**src/hdl/asa_pkg.sv**
```systemverilog
`timescale 1ns / 1ps
// Shared types, constants and helper functions for the atlas slot allocator.
// No dependencies; every other file of the block imports this package.

package asa_pkg;

   // Storage sizes.
   localparam int MAX_BRICKS = 16384;
   localparam int MAX_SLOTS  = 1024;
   localparam int LEVEL_BITS = 4;

   localparam int BRICK_W   = $clog2(MAX_BRICKS);
   localparam int SLOT_W    = $clog2(MAX_SLOTS);
   localparam int COUNT_W   = $clog2(MAX_SLOTS + 1);
   localparam int LEVEL_W   = LEVEL_BITS;
   localparam int LEVEL_TOP = (1 << LEVEL_BITS) - 1;

   // Clearing pass walks the larger of the two memories.
   localparam int CLEAR_DEPTH = (MAX_BRICKS > MAX_SLOTS) ? MAX_BRICKS : MAX_SLOTS;
   localparam int CLEAR_W     = $clog2(CLEAR_DEPTH);

   // Field and register widths.
   localparam int OP_W        = 2;
   localparam int STATUS_W    = 2;
   localparam int CAP_W       = 11;
   localparam int LEVELS_W    = 4;
   localparam int NODES_W     = 14;
   localparam int CSR_DATA_W  = 14;
   localparam int CSR_INDEX_W = 2;

   // Register values after reset.
   localparam int CAP_RESET    = 1024;
   localparam int LEVELS_RESET = 8;
   localparam int NODES_RESET  = 5461;

   // Remainder unit: restoring division, several quotient bits per cycle.
   localparam int DIV_RADIX_BITS = 4;
   localparam int DIV_PAD_W      = ((BRICK_W + DIV_RADIX_BITS - 1) / DIV_RADIX_BITS)
                                   * DIV_RADIX_BITS;
   localparam int DIV_CYCLES     = DIV_PAD_W / DIV_RADIX_BITS;
   localparam int DIV_CNT_W      = (DIV_CYCLES > 1) ? $clog2(DIV_CYCLES) : 1;
   localparam int CMP_W          = ((BRICK_W > NODES_W) ? BRICK_W : NODES_W) + 1;

   // Level datapath: 3*m+1 and its floor log base four.
   localparam int TRIPLE_W = ((BRICK_W + 3) / 2) * 2;
   localparam int LOG_W    = $clog2(TRIPLE_W / 2);

   // Operation codes; the spare code behaves as a lookup.
   typedef enum logic [OP_W-1:0] {
      OP_ALLOC   = 0,
      OP_RELEASE = 1,
      OP_LOOKUP  = 2
   } op_type;

   typedef enum logic [STATUS_W-1:0] {
      ST_OK      = 0,
      ST_PRESENT = 1,
      ST_NO_SLOT = 2,
      ST_ABSENT  = 3
   } status_type;

   typedef enum logic [CSR_INDEX_W-1:0] {
      CSR_CAPACITY = 0,
      CSR_LEVELS   = 1,
      CSR_NODES    = 2
   } csr_index_type;

   typedef enum logic [2:0] {
      S_CLEAR,
      S_IDLE,
      S_EVAL,
      S_ALLOC
   } state_type;

   // One slot table entry.
   typedef struct packed {
      logic               valid;
      logic [SLOT_W-1:0]  slot;
      logic [LEVEL_W-1:0] level;
   } entry_type;

   typedef struct packed {
      logic               en;
      logic [BRICK_W-1:0] addr;
      entry_type          entry;
   } tbl_wr_type;

   typedef struct packed {
      logic              en;
      logic [SLOT_W-1:0] addr;
      logic [SLOT_W-1:0] data;
   } stk_wr_type;

   // Capacity clamped to the stack depth.
   function automatic logic [COUNT_W-1:0] eff_capacity(input logic [CAP_W-1:0] cap);
      logic [COUNT_W-1:0] result;
      if (int'(cap) > MAX_SLOTS) begin
         result = COUNT_W'(MAX_SLOTS);
      end else begin
         result = COUNT_W'(cap);
      end
      return result;
   endfunction

   // Index of the highest nonzero base-four digit.
   function automatic logic [LOG_W-1:0] floor_log4(input logic [TRIPLE_W-1:0] v);
      logic [LOG_W-1:0] result;
      result = '0;
      for (int k = 1; k < TRIPLE_W / 2; k++) begin
         if (v[2*k +: 2] != 2'b00) begin
            result = LOG_W'(k);
         end
      end
      return result;
   endfunction

   // levels - log - 1, saturated into the level range.
   function automatic logic [LEVEL_W-1:0] level_calc(input logic [LEVELS_W-1:0] levels,
                                                     input logic [LOG_W-1:0]    lg);
      logic [LEVELS_W:0] diff;
      logic [LEVEL_W-1:0] result;
      result = '0;
      diff   = '0;
      if ({1'b0, levels} > (LEVELS_W + 1)'(lg)) begin
         diff = {1'b0, levels} - (LEVELS_W + 1)'(lg) - (LEVELS_W + 1)'(1);
         if (int'(diff) > LEVEL_TOP) begin
            result = LEVEL_W'(LEVEL_TOP);
         end else begin
            result = LEVEL_W'(diff);
         end
      end
      return result;
   endfunction

endpackage

```
**src/hdl/asa_remainder.sv**
```systemverilog
`timescale 1ns / 1ps
// Iterative remainder unit: brick index modulo the configured node count.
// Depends on asa_pkg for widths and the per-cycle step count.

module asa_remainder (
   input  logic                        clock,
   input  logic                        reset,
   input  logic                        start,
   input  logic [asa_pkg::BRICK_W-1:0] dividend,
   input  logic [asa_pkg::NODES_W-1:0] divisor,
   output logic                        done,
   output logic [asa_pkg::BRICK_W-1:0] remainder
);
   import asa_pkg::*;

   logic                 busy_ff, busy_in;
   logic                 done_ff, done_in;
   logic [DIV_CNT_W-1:0] cnt_ff, cnt_in;
   logic [BRICK_W-1:0]   rem_ff, rem_in;
   logic [DIV_PAD_W-1:0] bits_ff, bits_in;

   // Several restoring steps per cycle. A zero divisor subtracts nothing,
   // so the remainder comes out equal to the dividend.
   always_comb begin
      logic [CMP_W-1:0] r;
      r       = CMP_W'(rem_ff);
      busy_in = busy_ff;
      done_in = done_ff;
      cnt_in  = cnt_ff;
      rem_in  = rem_ff;
      bits_in = bits_ff;
      for (int k = 0; k < DIV_RADIX_BITS; k++) begin
         r = {r[CMP_W-2:0], bits_ff[DIV_PAD_W-1-k]};
         if (r >= CMP_W'(divisor)) begin
            r = r - CMP_W'(divisor);
         end
      end
      if (start) begin
         busy_in = 1'b1;
         done_in = 1'b0;
         cnt_in  = '0;
         rem_in  = '0;
         bits_in = DIV_PAD_W'(dividend);
      end else if (busy_ff) begin
         rem_in  = r[BRICK_W-1:0];
         bits_in = bits_ff << DIV_RADIX_BITS;
         cnt_in  = cnt_ff + DIV_CNT_W'(1);
         if (cnt_ff == DIV_CNT_W'(DIV_CYCLES - 1)) begin
            busy_in = 1'b0;
            done_in = 1'b1;
         end
      end
   end

   // Control flags reset; the datapath registers do not need it.
   always_ff @(posedge clock) begin
      if (reset) begin
         busy_ff <= 1'b0;
         done_ff <= 1'b0;
         cnt_ff  <= '0;
      end else begin
         busy_ff <= busy_in;
         done_ff <= done_in;
         cnt_ff  <= cnt_in;
      end
      rem_ff  <= rem_in;
      bits_ff <= bits_in;
   end

   assign done      = done_ff;
   assign remainder = rem_ff;

endmodule

```
**config.mk**
```make
export PLATFORM = sky130hd
export DESIGN_NAME = asa_remainder
export DESIGN_NICKNAME = d
export VERILOG_FILES = /design/src/hdl/asa_pkg.sv /design/src/hdl/asa_remainder.sv
export SDC_FILE = /design/constraint.sdc
export NUM_CORES = 1
export LEC_CHECK = 0
export BUFFER_PORTS_ARGS = -buffer_cell sky130_fd_sc_hd__buf_4
export CORE_UTILIZATION = 50
export CTS_CLUSTER_SIZE = 25
export DETAILED_ROUTE_END_ITERATION = 6
export PLACE_DENSITY = 0.76
export SETUP_SLACK_MARGIN = 0.2
export SLEW_MARGIN = 20
export SYNTH_ARGS = -nofsm -noshare
export SYNTH_HDL_FRONTEND = slang
export SYNTH_SLANG_ARGS = --single-unit
```
**constraint.sdc**
```tcl
create_clock -name clock -period 10.6 [get_ports clock]
set_input_delay 1.59 -clock clock [delete_from_list [all_inputs] [get_ports clock]]
set_output_delay 1.59 -clock clock [all_outputs]
set_load 0.02 [all_outputs]
```
* Word level (Yosys, flattened, before mapping) *
Cells that the tools add are included.

storage, ports and cells
  output and inout port bits = 15
  logic and storage cells = 28
  bits of input ports = 31
  register bits after elaboration = 34

operators by class
  reductions and logical operators = 3
  magnitude comparators = 4
  muxes and demuxes = 9
  add/sub/neg operators = 5
  equality and inequality tests = 1

operators with widths
  cell                                                            number
  14-bit two-way mux                                              6
  15-bit by 14-bit greater-or-equal comparator with 1-bit output  4
  14-bit subtractor                                               4
  1-bit two-way mux                                               3
  2-bit by 1-bit adder with 2-bit output, second input constant   1
  2-bit equality test, second input constant                      1
  2-bit AND reduction                                             1
  2-bit nonzero test                                              1
  2-bit OR reduction                                              1

* Depth between registers and ports, before layout *
  word-level depth = 8
  mapped depth = 46
  depth with buffers taken out = 40

* Worst setup path after synthesis *
OpenSTA, ideal clock, no wires.

  path kind = input -> register
  start = input divisor[1] (netlist name)
  end = register rem_ff[10] (netlist: remainder[10])
  buffers on the path = 4
  stages = 41
  setup time = 112 ps
  required time = 10488 ps
  arrival = 10197 ps
  setup slack = 291 ps
  cells stage by stage = inv_1 > ha_1 > nor2b_1 > o31a_1 > o21bai_4 > a31o_2 > buf_2 > nand2_1 > a41oi_1 > inv_1 > ha_1 > a211o_1 > o21ai_0 > nand3_1 > a31oi_1 > o211a_4 > buf_2 > buf_1 > [... 5 more ...] > o21ai_1 > a21o_1 > o311a_1 > nand3_1 > mux2_4 > buf_2 > mux2_2 > ha_1 > a211oi_1 > nor2_1 > nor3_1 > a31oi_1 > o2bb2ai_1 > o22ai_1 > and2_1 > a22oi_4 > and4_1 > a2111oi_1

on the way
  cells in the longest elaborated chain, start to end = 8
  elaborated cells between the ends (all ways) = 12
  classes of those cells = add/sub (4); order compare (4); mux (4)

RTL lines
  element                                                                                              line                                      source
  start, declared                                                                                      asa_remainder.sv:10                       input logic [asa_pkg::NODES_W-1:0] divisor,
  14-bit subtractor or 15-bit by 14-bit greater-or-equal comparator with 1-bit output (tied branches)  asa_remainder.sv:35, asa_remainder.sv:34
  14-bit two-way mux                                                                                   asa_remainder.sv:34                       if (r >= CMP_W'(divisor)) begin
  14-bit subtractor or 15-bit by 14-bit greater-or-equal comparator with 1-bit output (tied branches)  asa_remainder.sv:35, asa_remainder.sv:34
  14-bit two-way mux                                                                                   asa_remainder.sv:34
  14-bit subtractor or 15-bit by 14-bit greater-or-equal comparator with 1-bit output (tied branches)  asa_remainder.sv:35, asa_remainder.sv:34
  14-bit two-way mux                                                                                   asa_remainder.sv:34
  14-bit subtractor or 15-bit by 14-bit greater-or-equal comparator with 1-bit output (tied branches)  asa_remainder.sv:35, asa_remainder.sv:34
  14-bit two-way mux (*)                                                                               asa_remainder.sv:34
  end signal, assigned                                                                                 asa_remainder.sv:66                       rem_ff <= rem_in;
  end, declared                                                                                        asa_remainder.sv:19                       logic [BRICK_W-1:0] rem_ff, rem_in;

Every way passes the cells marked *; elsewhere a longest branch is shown, timed or not.
A chain may end at the register's enable or synchronous reset.

* Final worst setup path *
  start = input divisor[5] (netlist name)
  end = register rem_ff[5] (netlist: remainder[5])

on the way
  cells in the longest elaborated chain, start to end = 8
  elaborated cells between the ends (all ways) = 12
  classes of those cells = add/sub (4); order compare (4); mux (4)

RTL lines
  element                                                                                              line
  14-bit subtractor or 15-bit by 14-bit greater-or-equal comparator with 1-bit output (tied branches)  asa_remainder.sv:35, asa_remainder.sv:34
  14-bit two-way mux                                                                                   asa_remainder.sv:34
  15-bit by 14-bit greater-or-equal comparator with 1-bit output or 14-bit subtractor (tied branches)  asa_remainder.sv:34, asa_remainder.sv:35
  14-bit two-way mux                                                                                   asa_remainder.sv:34
  14-bit subtractor or 15-bit by 14-bit greater-or-equal comparator with 1-bit output (tied branches)  asa_remainder.sv:35, asa_remainder.sv:34
  14-bit two-way mux                                                                                   asa_remainder.sv:34
  14-bit subtractor or 15-bit by 14-bit greater-or-equal comparator with 1-bit output (tied branches)  asa_remainder.sv:35, asa_remainder.sv:34
  14-bit two-way mux (*)                                                                               asa_remainder.sv:34

Marked as above.

==> summary.txt <==
Reg2Reg Depth: 37
worst hold stages: 2
# rows: 35
cts bufs inserted: 5
grt met1 use: 42.57%
FF-to-FF End: remainder[5]$_SDFFE_PP0P_
Mapped Nets: 706
Area Growth Syn to Fin: 20.65%
ys async rst share: 0%
Setup Viol. Count Final: 0
fin nets: 787
largest net degree at the start of global routing: 33
critical path peak fanout: 11
clock transition at the registers of the reported paths: 80 ps
# diodes: 0
Final ANT Viol Nets: 0
CTS HTree Levels: 2
Iter 0 DRT Violations: 374
register-to-register path setup slack: 1680 ps
Final Wtd Congestion: 1.053
fin. max-slew vios: 0
unique cell type count in the Yosys netlist: 72
number of synthesized flops with an enable pin: 14
final wirelength: 15980 um
post-route minimum period: 10020 ps
global-route wire length before repair: 24490 um
GRT overflow: 0
met2 Usage GRT: 49.89%
Core ar.: 0.009371 mm^2
Die Y-Extent: 101.0 um
cell mode on critical path: ha_1
sequential area share after synthesis: 16.76%
vias in the first global route: 4753
Post-Layout Inst Area: 0.005907 mm^2
Crit Path Category: primary input to flip-flop
CP Data Required Time: 10760 ps
maximum buffer depth of the clock tree: 2
Max Clock Skew: 9.382 ps
most frequent cells in the layout: 89 x buf_4, 57 x nor2_1, 54 x ha_1, 43 x a21oi_1, 43 x inv_1
Total GRT Usage: 31.37%
CP Data Arrival Time: 10190 ps
Root Driver: clkbuf_8
Die W: 101.0 um
initial core utilization: 52.24%
status: complete, no violations
Max transition margin: 56.94%
commonest non-fill, non-tap cell in the layout: buf_4
critical path endpoint category: flip-flop
initial antenna violation count: 0
via/cell ratio: 6.201
Syn. warnings: 0
IO Port Bufs: 45
r2r startpoint: remainder[4]$_SDFFE_PP0P_
HPWL after detailed placement: 12970 um
HP Class: flip-flop to flip-flop
Critical Path Source: divisor[5]
layout cells sized above 1: 20.69%
Max Cap Viol: 0
Critical path destination: remainder[5]$_SDFFE_PP0P_
fmax: 99.78 MHz
routed len/inst: 19.37 um
CTS tree: done
clk sinks: 34
period utilization: 94.55%
slowest stage delay, CP: 410 ps
number of synthesized register bits: 34
die area: 0.01019 mm^2
grt peak-use layer: met2
Hold Crit Start: bits_ff[11]$_DFFE_PP_
# DRC: 0
Hold Slack: 500.1 ps
I/O pin count: 46
RSZ-0062 raised after global routing: false
setup tns final: 0 ps
Startpoint Class: primary input
clk_lat worst skew: 290 ps
Fin. Hold Viols: 0
met3 Resource Use GR: 4.230%
actual slew at the worst max-slew pin: 637.9 ps
vias post-DR: 5116
placed cell area: 0.005652 mm^2
Slowest-stage cell, CP: ha_1
final core occ: 63.03%
synthesized instance count: 614
Netlist Area Pre-Place: 0.004896 mm^2
DRT Pass-1 Iters: 5
dominant synthesized flop cell: dfxtp_1
Avg Cell Area, Syn: 7.974 um^2
logic make-up after synthesis:
group | count (synthesis) | share of synthesized area (%)
and+or+nand+nor | 199 | 20.32
AOI/OAI and AO/OA | 181 | 25.84
buffers and inverters | 61 | 5.239
adders and majority gates | 61 | 16.20
muxes | 43 | 9.379
xor gates and xnor gates | 35 | 6.261
DFF | 34 | 16.76
worst max-delay path, delay by kind of cell:
family | cells | cell delay [ps]
AO/OA/AOI/OAI | 19 | 4470
adder cells (fa/ha/maj) | 4 | 1280
multiplexers | 3 | 1110
AND/OR/NAND/NOR | 7 | 1030
buffers and inverters | 6 | 680
sequential cells by signal, indices dropped and copies added (netlist names):
register,cells
bits_ff,16
busy_ff,1
cnt_ff,2
done,1
remainder,14
per-layer routing:
layer,routed length (um),vias up
li1,-,2453
met1,7129,2379
met2,7163,241
met3,1030,43
met4,653,0
met5,0,-
synth_stat cells (8+ instances only):
cell	count	area (um^2)
inv_1	43	161.4
edfxtp_1	14	420.4
mux2i_1	23	230.2
nor3_1	18	90.09
a31oi_1	8	50.05
a211oi_1	13	97.59
xor2_1	11	96.34
mux2_2	19	214.0
xnor2_1	24	210.2
nand2_1	38	142.6
nor2b_1	11	68.82
o21ai_0	35	175.2
a221o_1	8	80.08
a21o_1	19	142.6
nor2_1	57	214.0
nand2b_1	11	68.82
nand3_1	18	90.09
a21oi_1	43	215.2
dfxtp_1	20	400.4
ha_1	57	713.2
nand4_1	11	68.82
area by class of cell:
cell class,count,area (um^2)
clock inverters,2,38.79
multi-input cells,519,3919
flip-flops and latches,34,820.8
repair buffers,91,708.2
fillers,846,3465
clock buffers,6,93.84
inverters,44,165.2
well taps,129,161.4
stage by stage:
| stage | worst slack, ps | std cells |
|---|---|---|
| detailed placement | 102.1 | 814 |
| finish | 578.1 | 825 |
| global route | 158.2 | 825 |
| floorplan | 291.1 | 614 |
| CTS | 364.6 | 822 |
| global placement | 396.0 | 814 |
how the worst min path moves through the flow:
stage                          endpoint  slack [ps]
2_1_floorplan  bits_ff[14]$_SDFFE_PP0P_         460
3_3_place_gp   bits_ff[14]$_SDFFE_PP0P_         460
3_5_place_dp   bits_ff[15]$_SDFFE_PP0P_         490
4_1_cts        bits_ff[15]$_SDFFE_PP0P_         510
5_1_grt        bits_ff[15]$_SDFFE_PP0P_         540
6_report       bits_ff[15]$_SDFFE_PP0P_         500
what timing repair did:
item,CTS,global route
resized for setup,0,18
endpoints found under the hold margin,0,0
hold buffers,0,0
buffers inserted,0,3
setup endpoints to repair,0,14
Power is left out: the tool's default activity adds up to more than one toggle a clock period on the data nets, which glitch-free logic cannot reach.
